--- config.mk ---
export PLATFORM = sky130hd
export DESIGN_NAME = pali_ctrl
export DESIGN_NICKNAME = d
export VERILOG_FILES = /design/src/rtl/pali_pkg.sv /design/src/rtl/pali_ctrl.sv
export SDC_FILE = /design/constraint.sdc
export NUM_CORES = 1
export LEC_CHECK = 0
export CAP_MARGIN = 10
export CORE_MARGIN = 2
export CORE_UTILIZATION = 35
export DETAILED_ROUTE_END_ITERATION = 7
export DONT_BUFFER_PORTS = 1
export PLACE_DENSITY = 0.47
export SLEW_MARGIN = 20
export SYNTH_ARGS = -nofsm -noshare
export SYNTH_HDL_FRONTEND = slang
export SYNTH_SLANG_ARGS = --single-unit
--- constraint.sdc ---
create_clock -name clk_i -period 3 [get_ports clk_i]
set_clock_uncertainty 0.05 [all_clocks]
set_input_delay 0.15 -clock clk_i [delete_from_list [all_inputs] [get_ports clk_i]]
set_output_delay 0.15 -clock clk_i [all_outputs]
set_load 0.02 [all_outputs]
--- src/rtl/pali_pkg.sv ---
// ----------------------------------------------------------------------------
// pali_pkg
// Shared types and constants of the polyline arc length interpolator.
// ----------------------------------------------------------------------------
package pali_pkg;

  localparam int DIST_W = 23;
  localparam int X_W    = 9;
  localparam int Y_W    = 8;
  localparam int IDX_W  = 6;
  localparam int NP_W   = 7;
  localparam int POS_W  = DIST_W + 1;
  localparam int DX_W   = X_W + 1;
  localparam int DY_W   = Y_W + 1;
  localparam int PROD_W = DX_W + POS_W;
  localparam int DEN_W  = DIST_W + 1;
  localparam int SUM_W  = PROD_W + 1;

  localparam logic            FUNC_LOAD  = 1'b0;
  localparam logic            FUNC_QUERY = 1'b1;
  localparam logic [NP_W-1:0] NP_RESET   = NP_W'(2);
  localparam logic [X_W-1:0]  X_SAT      = '1;
  localparam logic [Y_W-1:0]  Y_SAT      = '1;

  typedef struct packed {
    logic              func;
    logic [IDX_W-1:0]  point_index;
    logic [DIST_W-1:0] point_distance;
    logic [X_W-1:0]    point_x;
    logic [Y_W-1:0]    point_y;
    logic [DIST_W-1:0] travel_offset;
    logic [DIST_W-1:0] object_offset;
  } in_item_t;

  typedef struct packed {
    logic           on_path;
    logic [X_W-1:0] pos_x;
    logic [Y_W-1:0] pos_y;
  } out_item_t;

  typedef struct packed {
    logic [DIST_W-1:0] distance;
    logic [X_W-1:0]    x;
    logic [Y_W-1:0]    y;
  } vertex_t;

  typedef enum logic [1:0] {
    RD_LAST,
    RD_ZERO,
    RD_NEXT
  } rd_sel_e;

  typedef enum logic [1:0] {
    RES_HOLD,
    RES_OFF,
    RES_PREV,
    RES_LERP
  } res_sel_e;

  typedef struct packed {
    logic     accept;
    rd_sel_e  rd_sel;
    logic     take_first;
    logic     scan_step;
    logic     take_curr;
    logic     mul;
    logic     div_start;
    res_sel_e res_sel;
    logic     out_load;
  } cmd_t;

  typedef struct packed {
    logic in_query;
    logic off_path;
    logic found;
    logic bottom_zero;
    logic div_done;
    logic out_busy;
  } sts_t;

endpackage

--- src/rtl/pali_ctrl.sv ---
// ----------------------------------------------------------------------------
// pali_ctrl
// Sequencer for load and query beats: range check, scan, divide, deliver.
// ----------------------------------------------------------------------------
module pali_ctrl (
  input  logic           clk_i,
  input  logic           rst_ni,
  input  logic           in_valid_i,
  output logic           in_ready_o,
  input  pali_pkg::sts_t sts_i,
  output pali_pkg::cmd_t cmd_o
);
  import pali_pkg::*;

  typedef enum logic [7:0] {
    S_IDLE  = 8'b0000_0001,
    S_CHK   = 8'b0000_0010,
    S_GET0  = 8'b0000_0100,
    S_SCAN  = 8'b0000_1000,
    S_MUL   = 8'b0001_0000,
    S_DIVGO = 8'b0010_0000,
    S_DIV   = 8'b0100_0000,
    S_FIN   = 8'b1000_0000
  } state_e;

  state_e state_q, state_d;

  always_comb begin
    state_d    = state_q;
    in_ready_o = 1'b0;
    cmd_o      = '{accept: 1'b0, rd_sel: RD_LAST, take_first: 1'b0, scan_step: 1'b0,
                   take_curr: 1'b0, mul: 1'b0, div_start: 1'b0, res_sel: RES_HOLD,
                   out_load: 1'b0};
    unique case (state_q)
      S_IDLE: begin
        in_ready_o   = 1'b1;
        cmd_o.accept = in_valid_i;
        if (in_valid_i && sts_i.in_query) begin
          state_d = S_CHK;
        end
      end
      S_CHK: begin
        cmd_o.rd_sel = RD_ZERO;
        if (sts_i.off_path) begin
          cmd_o.res_sel = RES_OFF;
          state_d       = S_FIN;
        end else begin
          state_d = S_GET0;
        end
      end
      S_GET0: begin
        cmd_o.rd_sel     = RD_NEXT;
        cmd_o.take_first = 1'b1;
        state_d          = S_SCAN;
      end
      S_SCAN: begin
        cmd_o.rd_sel = RD_NEXT;
        if (sts_i.found) begin
          cmd_o.take_curr = 1'b1;
          state_d         = S_MUL;
        end else begin
          cmd_o.scan_step = 1'b1;
        end
      end
      S_MUL: begin
        if (sts_i.bottom_zero) begin
          cmd_o.res_sel = RES_PREV;
          state_d       = S_FIN;
        end else begin
          cmd_o.mul = 1'b1;
          state_d   = S_DIVGO;
        end
      end
      S_DIVGO: begin
        cmd_o.div_start = 1'b1;
        state_d         = S_DIV;
      end
      S_DIV: begin
        if (sts_i.div_done) begin
          cmd_o.res_sel = RES_LERP;
          state_d       = S_FIN;
        end
      end
      S_FIN: begin
        if (!sts_i.out_busy) begin
          cmd_o.out_load = 1'b1;
          state_d        = S_IDLE;
        end
      end
      default: begin
        state_d = S_IDLE;
      end
    endcase
  end

  always_ff @(posedge clk_i or negedge rst_ni) begin
    if (!rst_ni) begin
      state_q <= S_IDLE;
    end else begin
      state_q <= state_d;
    end
  end

endmodule

==> flow_summary.yaml <==
outcome:
  status: "finished clean"
die:
  initial_utilization: 0.368
  coreArea_um2: 1490
  die_area_um2: 1900
  io_pins: 21
  num_rows: 14
  die_w_um: 43.6
  die_h_um: 43.6
drt:
  wire_per_inst_um: 14.5
  via_count: 494
  drc: 0
  wirelength_um: 1290
  drt-initial-drc-count: 5
  firstDrtPassIters: 4
  antenna_left: 0
  vias_per_cell: 5.55
critical_path:
  crit_start: "state_q[7]"
  critPathTopFamily: "simple AND/OR/NAND/NOR gates"
  slowest_delay_ns: 0.65
  critical_path_class: "reg2out"
  cp.arrival_ns: 2.03
  crit_slowest_cell: "nor3b_1"
  worst-path-buf-inv: 0
  cp-end-kind: "output pin"
  crit_fanout: 5
  r2r_slack_ns: 0.91
  reg2reg_from: "state_q[7]"
  path_cells: "nor4_2 -> nand2_1 -> nor3b_1"
  required_ns: 2.80
  crit_path_start_kind: "flop"
clock_tree:
  cts_tree: "built"
  path_clk_slew_ns: 0.05
  cts_max_path_buffers: 2
  htreeDepth: 1
  root_buffer: "clkbuf_4"
  clock_sinks: 8
  clock_latency_ns: 0.26
  cts_buffers: 3
  post_cts_buffers: 0
final_layout:
  top_register: "state_q"
  fill_cells: 149
  drive_gt1_frac: 0.178
  largestRegisters: "state_q x8"
  final_util: 0.439
  stdcell_area_um2: 654
  diodes: 0
  final_nets: 83
  area_growth_pct: 19.4
  largest_reg_flops: 8
logic_synthesis:
  synthCells: 63
  synth.distinct_cells: 27
  synth_warnings: 0
  ys.flop_type: "dfrtp_1"
  ys_seq_area_frac: 0.368
  synth_edf_count: 0
  async_reset_ff_frac: 1.00
  syn-num-nets: 72
  ys_ff_latch: 8
  syn_area_per_cell_um2: 8.70
  synth_area_um2: 548
timing:
  hold_viol_final: 0
  setup_viol: 0
  slew_viol_final: 0
  slew_headroom: 0.525
  max_freq_mhz: 449
  setup_tns_ns: 0
  worst_pin_slew_ns: 0.711
  fin_crit_sh: 0.742
  rsz0062_at_grt: "false"
  fin_crit_ns: 2.23
global_route:
  antenna_found_initial: 0
  grt_pass1_wl_um: 2130
  grt_max_degree: 9
  grt_usage: 0.155
  grt_pass1_vias: 474
  globalRouteOverflowTotal: 0
placed_design:
  port-buffer-count: 0
  place_congestion: 0.778
  hpwl_um: 995
  post_dp_cell_area_um2: 568
power_and_ir_drop:
  p_total_mw: 0.489
  power_density_nw_per_um2: 747
  peakVddDrop_v: 0.000382
  p_leak_nw: 0.291
run:
  cap_violations: 0
min_path:
  worstHoldStart: "sts_i[5]"
  hold_class: "in2reg"
final timing paths:
| check | end | cells after the start |
|---|---|---|
| setup / recovery | cmd_o[7] | 3 |
| hold / removal | state_q[0] | 3 |
| setup reg to reg | state_q[3] | 4 |
| hold reg to reg | state_q[1] | 2 |
| max in group asynchronous | state_q[0] | 1 |
| min in group asynchronous | state_q[5] | 1 |
cell usage after synthesis, types with 2 or more instances:
cell | instances | share of area
nand3_1 | 3 | 0.027
inv_1 | 3 | 0.021
dfrtp_1 | 7 | 0.32
nand2_1 | 7 | 0.048
nand4_1 | 3 | 0.034
nand2b_1 | 2 | 0.023
nor2b_1 | 6 | 0.069
o22ai_1 | 2 | 0.023
nor3b_1 | 3 | 0.041
nor2_1 | 10 | 0.069
final cells by class:
type | instances | area [µm²] | area share
Multi-Input combinational cell | 51 | 332 | 0.507
Tap cell | 16 | 20.0 | 0.0306
Inverter | 4 | 15.0 | 0.0229
Timing Repair Buffer | 6 | 60.1 | 0.0918
Sequential cell | 8 | 201 | 0.308
Clock buffer | 4 | 26.3 | 0.0402
what timing repair did:
item | in CTS | in global routing
hold buffers | 6 | 0
resized for setup | 0 | 0
endpoints found under the hold margin | 13 | 0
worst min-delay path, cell delays in order:
cell     delay, ns
nand2_1       0.05
nand2_1       0.09
o41ai_2       0.06
through the flow:
step / setup slack (ns) / cells / hold slack [ns]
global placement: 0.979 / 79 / -0.195
global route: 0.596 / 89 / 0.0784
floorplan: 1.11 / 63 / -0.196
detailed placement: 0.874 / 79 / -0.195
finish: 0.773 / 89 / 0.0496
CTS: 0.734 / 89 / 0.0541
power by group:
group | switching (mW) | internal (mW)
Clock | 0.0388 | 0.0510
Sequential | 0.0257 | 0.134
Combinational | 0.150 | 0.0902
placed cells by master, fill, tap and decap left out:
cell type,count
clkbuf_4,3
nand2_1,7
and3_2,1
nor2_1,10
xnor2_1,1
nor2b_1,6
inv_2,1
nand3_1,3
nor3b_1,3
dlygate4sd3_1,6
clkbuf_1,1
or2_2,1
and2_0,1
inv_1,3
a21oi_1,1
a22o_1,1
nand4_1,3
nand4b_2,1
o211ai_1,1
and4_1,1
dfrtp_1,7
o41ai_2,1
and2_2,1
and3_1,1
o22ai_1,2
nor4_2,1
dfstp_2,1
nand2b_1,2
a221o_2,1
nor4_4,1
cell families (layout without fill, tap and decap cells):
| logic type | Yosys count | after routing | synth area share |
|---|---|---|---|
| compound gates | 7 | 7 | 0.112 |
| xor+xnor | 1 | 1 | 0.0160 |
| buf+inv | 4 | 14 | 0.0274 |
| flops | 8 | 8 | 0.368 |
| simple gates | 43 | 43 | 0.477 |
per-layer routing:
metal / wire (µm) / track usage
met5: 0 / 0
met4: 28 / 0.0727
met3: 92 / 0.0500
met2: 579 / 0.226
met1: 587 / 0.208
(Power assumes the default switching activity.)
