--- src/rtl/pali_pkg.sv ---
// ----------------------------------------------------------------------------
// pali_pkg
// Shared types and constants of the polyline arc length interpolator.
// ----------------------------------------------------------------------------
package pali_pkg;

  localparam int DIST_W = 23;
  localparam int X_W    = 9;
  localparam int Y_W    = 8;
  localparam int IDX_W  = 6;
  localparam int NP_W   = 7;
  localparam int POS_W  = DIST_W + 1;
  localparam int DX_W   = X_W + 1;
  localparam int DY_W   = Y_W + 1;
  localparam int PROD_W = DX_W + POS_W;
  localparam int DEN_W  = DIST_W + 1;
  localparam int SUM_W  = PROD_W + 1;

  localparam logic            FUNC_LOAD  = 1'b0;
  localparam logic            FUNC_QUERY = 1'b1;
  localparam logic [NP_W-1:0] NP_RESET   = NP_W'(2);
  localparam logic [X_W-1:0]  X_SAT      = '1;
  localparam logic [Y_W-1:0]  Y_SAT      = '1;

  typedef struct packed {
    logic              func;
    logic [IDX_W-1:0]  point_index;
    logic [DIST_W-1:0] point_distance;
    logic [X_W-1:0]    point_x;
    logic [Y_W-1:0]    point_y;
    logic [DIST_W-1:0] travel_offset;
    logic [DIST_W-1:0] object_offset;
  } in_item_t;

  typedef struct packed {
    logic           on_path;
    logic [X_W-1:0] pos_x;
    logic [Y_W-1:0] pos_y;
  } out_item_t;

  typedef struct packed {
    logic [DIST_W-1:0] distance;
    logic [X_W-1:0]    x;
    logic [Y_W-1:0]    y;
  } vertex_t;

  typedef enum logic [1:0] {
    RD_LAST,
    RD_ZERO,
    RD_NEXT
  } rd_sel_e;

  typedef enum logic [1:0] {
    RES_HOLD,
    RES_OFF,
    RES_PREV,
    RES_LERP
  } res_sel_e;

  typedef struct packed {
    logic     accept;
    rd_sel_e  rd_sel;
    logic     take_first;
    logic     scan_step;
    logic     take_curr;
    logic     mul;
    logic     div_start;
    res_sel_e res_sel;
    logic     out_load;
  } cmd_t;

  typedef struct packed {
    logic in_query;
    logic off_path;
    logic found;
    logic bottom_zero;
    logic div_done;
    logic out_busy;
  } sts_t;

endpackage

--- src/rtl/pali_ram.sv ---
// ----------------------------------------------------------------------------
// pali_ram
// Generic single write, single read RAM with registered read data.
// ----------------------------------------------------------------------------
module pali_ram #(
  parameter int W = 8,
  parameter int D = 16
) (
  input  logic                 clk_i,
  input  logic                 we_i,
  input  logic [$clog2(D)-1:0] waddr_i,
  input  logic [W-1:0]         wdata_i,
  input  logic [$clog2(D)-1:0] raddr_i,
  output logic [W-1:0]         rdata_o
);

  logic [W-1:0] mem_q [D];
  logic [W-1:0] rdata_q;

  always_ff @(posedge clk_i) begin
    if (we_i) begin
      mem_q[waddr_i] <= wdata_i;
    end
    rdata_q <= mem_q[raddr_i];
  end

  assign rdata_o = rdata_q;

endmodule

--- src/rtl/pali_div.sv ---
// ----------------------------------------------------------------------------
// pali_div
// Signed restoring divider, one quotient bit per cycle, truncates to zero.
// ----------------------------------------------------------------------------
module pali_div (
  input  logic                               clk_i,
  input  logic                               rst_ni,
  input  logic                               start_i,
  input  logic signed [pali_pkg::PROD_W-1:0] num_i,
  input  logic signed [pali_pkg::DEN_W-1:0]  den_i,
  output logic                               done_o,
  output logic signed [pali_pkg::PROD_W-1:0] quo_o
);
  import pali_pkg::*;

  localparam int CNT_W = $clog2(PROD_W);
  localparam logic [CNT_W-1:0] CNT_LAST = CNT_W'(PROD_W - 1);

  logic [PROD_W-1:0] n_q, n_d;
  logic [DEN_W-1:0]  r_q, r_d;
  logic [DEN_W-1:0]  d_q;
  logic              neg_q;
  logic [CNT_W-1:0]  cnt_q;
  logic              busy_q, done_q;

  logic [DEN_W:0]    rs;
  logic [DEN_W:0]    diff;
  logic              ge;

  always_comb begin
    rs   = {r_q, n_q[PROD_W-1]};
    diff = rs - {1'b0, d_q};
    ge   = rs >= {1'b0, d_q};
    r_d  = ge ? diff[DEN_W-1:0] : rs[DEN_W-1:0];
    n_d  = {n_q[PROD_W-2:0], ge};
  end

  always_ff @(posedge clk_i or negedge rst_ni) begin
    if (!rst_ni) begin
      busy_q <= 1'b0;
      done_q <= 1'b0;
      cnt_q  <= '0;
    end else if (start_i) begin
      busy_q <= 1'b1;
      done_q <= 1'b0;
      cnt_q  <= '0;
    end else if (busy_q) begin
      if (cnt_q == CNT_LAST) begin
        busy_q <= 1'b0;
        done_q <= 1'b1;
      end else begin
        cnt_q <= cnt_q + CNT_W'(1);
      end
    end
  end

  always_ff @(posedge clk_i) begin
    if (start_i) begin
      n_q   <= num_i[PROD_W-1] ? PROD_W'(-num_i) : PROD_W'(num_i);
      d_q   <= den_i[DEN_W-1] ? DEN_W'(-den_i) : DEN_W'(den_i);
      neg_q <= num_i[PROD_W-1] ^ den_i[DEN_W-1];
      r_q   <= '0;
    end else if (busy_q) begin
      n_q <= n_d;
      r_q <= r_d;
    end
  end

  assign done_o = done_q;
  assign quo_o  = neg_q ? $signed(-n_q) : $signed(n_q);

endmodule

--- src/rtl/pali_dpath.sv ---
// ----------------------------------------------------------------------------
// pali_dpath
// Vertex table, search registers, interpolation and result registers.
// ----------------------------------------------------------------------------
module pali_dpath #(
  parameter int MAX_POINTS = 64
) (
  input  logic                       clk_i,
  input  logic                       rst_ni,
  input  pali_pkg::cmd_t             cmd_i,
  output pali_pkg::sts_t             sts_o,
  input  pali_pkg::in_item_t         in_data_i,
  input  logic                       cfg_we_i,
  input  logic [pali_pkg::NP_W-1:0]  cfg_data_i,
  output logic                       out_valid_o,
  input  logic                       out_ready_i,
  output pali_pkg::out_item_t        out_data_o
);
  import pali_pkg::*;

  localparam int AW = $clog2(MAX_POINTS);

  logic [NP_W-1:0]         num_points_q;
  logic [AW-1:0]           last_idx;
  logic [AW-1:0]           cursor_q;
  logic [AW-1:0]           raddr;
  logic                    ram_we;
  vertex_t                 wr_vtx, rd_vtx;

  logic signed [POS_W-1:0] pos_d, pos_q;
  vertex_t                 prev_q, curr_q;
  logic signed [DX_W-1:0]  dx;
  logic signed [DY_W-1:0]  dy;
  logic signed [POS_W-1:0] top;
  logic signed [DEN_W-1:0] bottom, den_q;
  logic signed [PROD_W-1:0] prod_x_d, prod_y_d, prod_x_q, prod_y_q;
  logic signed [PROD_W-1:0] quo_x, quo_y;
  logic                    done_x, done_y;
  logic signed [SUM_W-1:0] sum_x, sum_y;
  logic [X_W-1:0]          sat_x, sat_y;

  out_item_t               res_q, out_q;
  logic                    out_valid_q;

  function automatic logic [X_W-1:0] sat_lerp(input logic signed [SUM_W-1:0] v,
                                               input logic [X_W-1:0] maxv);
    logic [X_W-1:0] r;
    if (v < 0) begin
      r = '0;
    end else if (v > $signed({{(SUM_W-X_W){1'b0}}, maxv})) begin
      r = maxv;
    end else begin
      r = v[X_W-1:0];
    end
    return r;
  endfunction

  // clamp of the vertex count to 2 .. MAX_POINTS
  always_comb begin
    if (num_points_q < NP_W'(2)) begin
      last_idx = AW'(1);
    end else if (32'(num_points_q) > MAX_POINTS) begin
      last_idx = AW'(MAX_POINTS - 1);
    end else begin
      last_idx = AW'(num_points_q - NP_W'(1));
    end
  end

  always_comb begin
    unique case (cmd_i.rd_sel)
      RD_ZERO: raddr = '0;
      RD_NEXT: raddr = cursor_q + AW'(1);
      default: raddr = last_idx;
    endcase
  end

  assign ram_we = cmd_i.accept && (in_data_i.func == FUNC_LOAD) &&
                  (32'(in_data_i.point_index) < MAX_POINTS);
  assign wr_vtx = '{distance: in_data_i.point_distance, x: in_data_i.point_x,
                    y: in_data_i.point_y};

  pali_ram #(
    .W ($bits(vertex_t)),
    .D (MAX_POINTS)
  ) u_ram (
    .clk_i   (clk_i),
    .we_i    (ram_we),
    .waddr_i (AW'(in_data_i.point_index)),
    .wdata_i (wr_vtx),
    .raddr_i (raddr),
    .rdata_o (rd_vtx)
  );

  assign pos_d = $signed({1'b0, in_data_i.travel_offset}) -
                 $signed({1'b0, in_data_i.object_offset});

  always_comb begin
    dx       = $signed({1'b0, curr_q.x}) - $signed({1'b0, prev_q.x});
    dy       = $signed({1'b0, curr_q.y}) - $signed({1'b0, prev_q.y});
    top      = pos_q - $signed({1'b0, prev_q.distance});
    bottom   = $signed({1'b0, curr_q.distance}) - $signed({1'b0, prev_q.distance});
    prod_x_d = dx * top;
    prod_y_d = dy * top;
  end

  pali_div u_div_x (
    .clk_i   (clk_i),
    .rst_ni  (rst_ni),
    .start_i (cmd_i.div_start),
    .num_i   (prod_x_q),
    .den_i   (den_q),
    .done_o  (done_x),
    .quo_o   (quo_x)
  );

  pali_div u_div_y (
    .clk_i   (clk_i),
    .rst_ni  (rst_ni),
    .start_i (cmd_i.div_start),
    .num_i   (prod_y_q),
    .den_i   (den_q),
    .done_o  (done_y),
    .quo_o   (quo_y)
  );

  always_comb begin
    sum_x = $signed({{(SUM_W-X_W){1'b0}}, prev_q.x}) + $signed({quo_x[PROD_W-1], quo_x});
    sum_y = $signed({{(SUM_W-Y_W){1'b0}}, prev_q.y}) + $signed({quo_y[PROD_W-1], quo_y});
    sat_x = sat_lerp(sum_x, X_SAT);
    sat_y = sat_lerp(sum_y, {1'b0, Y_SAT});
  end

  always_comb begin
    sts_o.in_query    = in_data_i.func == FUNC_QUERY;
    sts_o.off_path    = pos_q[POS_W-1] || (pos_q[DIST_W-1:0] > rd_vtx.distance);
    sts_o.found       = (cursor_q == last_idx) || !(rd_vtx.distance < pos_q[DIST_W-1:0]);
    sts_o.bottom_zero = curr_q.distance == prev_q.distance;
    sts_o.div_done    = done_x & done_y;
    sts_o.out_busy    = out_valid_q & ~out_ready_i;
  end

  always_ff @(posedge clk_i or negedge rst_ni) begin
    if (!rst_ni) begin
      num_points_q <= NP_RESET;
      cursor_q     <= '0;
      out_valid_q  <= 1'b0;
    end else begin
      if (cfg_we_i) begin
        num_points_q <= cfg_data_i;
      end
      if (cmd_i.accept) begin
        cursor_q <= '0;
      end else if (cmd_i.take_first) begin
        cursor_q <= AW'(1);
      end else if (cmd_i.scan_step) begin
        cursor_q <= cursor_q + AW'(1);
      end
      if (cmd_i.out_load) begin
        out_valid_q <= 1'b1;
      end else if (out_ready_i) begin
        out_valid_q <= 1'b0;
      end
    end
  end

  always_ff @(posedge clk_i) begin
    if (cmd_i.accept) begin
      pos_q <= pos_d;
    end
    if (cmd_i.take_first || cmd_i.scan_step) begin
      prev_q <= rd_vtx;
    end
    if (cmd_i.take_curr) begin
      curr_q <= rd_vtx;
    end
    if (cmd_i.mul) begin
      prod_x_q <= prod_x_d;
      prod_y_q <= prod_y_d;
      den_q    <= bottom;
    end
    unique case (cmd_i.res_sel)
      RES_OFF:  res_q <= '{on_path: 1'b0, pos_x: '0, pos_y: '0};
      RES_PREV: res_q <= '{on_path: 1'b1, pos_x: prev_q.x, pos_y: prev_q.y};
      RES_LERP: res_q <= '{on_path: 1'b1, pos_x: sat_x, pos_y: sat_y[Y_W-1:0]};
      default:  res_q <= res_q;
    endcase
    if (cmd_i.out_load) begin
      out_q <= res_q;
    end
  end

  assign out_valid_o = out_valid_q;
  assign out_data_o  = out_q;

endmodule

--- config.mk ---
export PLATFORM = sky130hd
export DESIGN_NAME = pali_dpath
export DESIGN_NICKNAME = d
export VERILOG_FILES = /design/src/rtl/pali_pkg.sv /design/src/rtl/pali_ram.sv /design/src/rtl/pali_div.sv /design/src/rtl/pali_dpath.sv
export SDC_FILE = /design/constraint.sdc
export NUM_CORES = 2
export LEC_CHECK = 0
export BUFFER_PORTS_ARGS = -buffer_cell sky130_fd_sc_hd__buf_2
export CORE_ASPECT_RATIO = 2
export CORE_MARGIN = 1
export CORE_UTILIZATION = 45
export CTS_CLUSTER_SIZE = 30
export DETAILED_ROUTE_END_ITERATION = 12
export GPL_TIMING_DRIVEN = 0
export PLACE_DENSITY_LB_ADDON = 0.1
export SLEW_MARGIN = 25
export SYNTH_ARGS = -nofsm -noshare
export SYNTH_HDL_FRONTEND = slang
export SYNTH_HIERARCHICAL = 1
export SYNTH_SLANG_ARGS = --single-unit
--- constraint.sdc ---
create_clock -name clk_i -period 15.5 [get_ports clk_i]
set_input_delay 0.775 -clock clk_i [delete_from_list [all_inputs] [get_ports clk_i]]
set_output_delay 0.775 -clock clk_i [all_outputs]
set_load 0.01 [all_outputs]
==> impl_results.md <==
* Status: completed
* Starting Density at 45.2%
* Cell area after synthesis at 141000 um2
* Critical path's slowest cell: buf_2
* CP Class: flop to flop
* Routability cong. at slightly below 1
* Cell count after synthesis at 8777
* Global Route met3 Usage at 3.49%
* Period minus WS final at 10.06 ns
* Worst setup EP type: flop
* Number of global-route vias before repair at 86633
* Reg2reg setup slack at 5.44 ns
* Post-synth EDFFs at 2909
* Clock Latency Late Sink at 0.90 ns
* NumNets Final at roughly 10000
* Final Hold Fails at 0
* Worst r2r src: pos_q[0]
* Yosys top cell by area: edfxtp_1
* Synth async-reset ratio at 0.991%
* Max capacitance violation total at 0
* Met2 Resource Use GR at a little under three fifths
* Met1 GRT Util at 28.3%
* Die footprint at 316000 um2
* Post_cts resized at 0
* Drt drc at 0
* Root Buffer: clkbuf_16
* Wire per inst at 34.3 um
* RSZ-0062 raised after global routing: no
* Sequential area share after synthesis at between 60% and 70%
* Worst r2r path cells at 32
* Finished Core Util at 51.8%
* Critical Path Fanout Max at 10
* Antenna-violating nets left at 0
* Setup Skew at 0.0642 ns
* HPWL Detailed at 352000 um
* Worst-Margin Slew at between 1 and 1.5 ns
* Fin Setup TNS at 0 ns
* Clk sinks at 3027
* Slew Viols, Final at 0
* Global-route wire length before repair at 651000 um
* I/O Pins at 140
* Max incr delay on CP at ~0.70 ns
* Initial antenna violation count at 29
* DRT Wirelength at 470000 um
* GRT overflow at 0
* Largest net degree at the start of global routing at 66
* Final setup fails at 0
* Final Non-Filler Cells at 13711
* # port buffers at about 130
* All-Layer GR Usage at approximately 30%
* Critical path endpoint: prod_x_q[32]
* Post-synth top area share at 62.0%
* Top cells by area, synth: edfxtp_1 62%, mux4_2 9.7%, fa_1 5.5%, ha_1 2.9%, xnor2_1 1.6%
* Num CTS Buffers at 283
* Post-route clock period utilization at 64.9%
* Total number of vias at 82183
* DRT Pass-1 Iters at 6
* Vias/cell at 5.99
* FILL cells at 25623
* Core box area at 312000 um2
* Hold Crit Class: input port to flop
* Setup bufs post-CTS at 0
* CP Launch Type: flop
* Placed instance count at 13212
* GRT busiest layer: met2
* Fmax at 0.0994 GHz
* P&R area growth vs syn at 14.4%
* Die width at 398 um
* Register area at roughly 90000 um2
* Drt initial violations at 6920
* H-Tree Depth at 5
* Critical path's most frequent cell: fa_1
* CP arrival at 10.70 ns
* Synth cell types at 96
* Syn avg cell area at 16.1 um2
* CTS tree: yes
* Row cnt at 290
* FF+latch count, synth at 3027
* Clock slew at reported path FFs at 0.06 ns
* Layout cell share with drive strength beyond 1 at between 15 and 20%
* Area of the multi-input gates at 48200 um2
* Worst endpoint required time at 16.14 ns
* Synth Flop Type: edfxtp_1
* Die Height at 794 um
* Yosys warning count at 6
* Clock Path Buffers at 4
* Critical path launch point: pos_q[0]
* Reg2reg end: prod_x_q[32]
* Syn Nets at 9610
* Max-Slew Margin vs Limit at about a fifth
## layout by cell type, fill, tap and decap left out, types with 141 or more instances in the layout
master,count
a21oi_1,315
buf_2,182
clkbuf_1,238
clkbuf_16,286
edfxtp_1,2909
fa_1,387
ha_1,331
inv_1,592
mux2i_1,141
mux4_2,608
nand2_1,423
nor2_1,527
o21ai_0,175
xnor2_1,235
## kinds of logic after synthesis
kind of cell,count (synthesis),synth area share (%)
compound gates,1234,5.83
simple gates,1619,5.47
xor+xnor,407,2.53
mux,802,11.1
buf+inv,970,2.84
flops,3027,63.8
fa+ha+maj,718,8.43
## synthesized netlist by cell type (all sizes together) (13+ instances only)
| master | n |
|---|---|
| a21oi | 315 |
| clkbuf | 201 |
| a21o | 75 |
| o22a | 27 |
| and2 | 21 |
| nand4 | 36 |
| a221oi | 41 |
| o21ai | 202 |
| or3 | 29 |
| o21a | 44 |
| and3 | 24 |
| nor4 | 55 |
| o31ai | 56 |
| a31oi | 17 |
| mux2i | 141 |
| nor2 | 591 |
| nand3 | 79 |
| or2 | 25 |
| xor2 | 152 |
| a311oi | 19 |
| buf | 176 |
| nor2b | 63 |
| a211oi | 44 |
| inv | 592 |
| nor3b | 13 |
| xnor2 | 255 |
| edfxtp | 2909 |
| mux4 | 608 |
| o21bai | 28 |
| ha | 331 |
| fa | 387 |
| a22oi | 20 |
| o22ai | 148 |
| or4 | 40 |
| mux2 | 53 |
| o41ai | 39 |
| o221ai | 44 |
| nor3 | 68 |
| nand2b | 112 |
| o211ai | 13 |
| dfrtp | 29 |
| dfxtp | 88 |
| a22o | 18 |
| nand2 | 423 |
## worst min path at each step
stage                       start         endpoint  cells after the start
floorplan                res_q[0]    out_data_o[0]                      0
global placement        res_q[14]   out_data_o[14]                      0
detailed placement       res_q[1]    out_data_o[1]                      0
CTS                 cfg_data_i[1]  num_points_q[1]                      3
global route        cfg_data_i[1]  num_points_q[1]                      3
finish              cfg_data_i[0]  num_points_q[0]                      3
## per-stage QoR
step / setup WS [ns] / cell area, um2 / hold WS, ns
after global routing: 5.11 / 161000 / 0.0859
after CTS: 5.52 / 161000 / 0.0417
after global placement: 4.81 / 147000 / 0.401
final: 5.44 / 161000 / 0.105
after detailed placement: 5.51 / 152000 / 0.406
after floorplan: 7.76 / 141000 / 0.400
## critical path, delay by kind of cell (launching register included)
kind / cells / cell delay [ns]
xor gates and xnor gates: 2 / 0.66
buffers and inverters: 6 / 1.01
and+or+nand+nor: 2 / 0.32
AOI/OAI and AO/OA: 14 / 3.65
DFF: 1 / 0.45
adders and majority gates: 8 / 3.71
## state kept, by name, summed over array words and instances (netlist names), 33 cells and up
name	cells
curr_q	40
prev_q	40
prod_x_q	34
prod_y_q	33
u_div_x/n_q	34
u_div_y/n_q	34
u_ram/mem_q	2560
u_ram/rdata_o	40
## timing repair
item	CTS	global route
hold buffers	1	0
endpoints found under the setup margin	0	0
hold endpoints to repair	29	0
## cell type report
class | instances | area share (%)
Tap cell | 4088 | 3.17
Buffer | 377 | 1.12
Clock buffer | 345 | 4.61
Multi-Input combinational cell | 4780 | 29.9
Timing Repair Buffer | 348 | 3.33
Inverter | 593 | 1.38
Antenna cell | 12 | 0.0186
Sequential cell | 3027 | 55.7
Clock inverter | 141 | 0.804
## layer usage
layer	vias to the layer above	share of wire, %
met2	2727	55
met3	1051	4.1
li1	34926	-
met5	-	0.037
met4	26	10
met1	43453	31
Power is not shown: default switching activity piles up to over one toggle a cycle in this logic, so the estimate is an artifact.
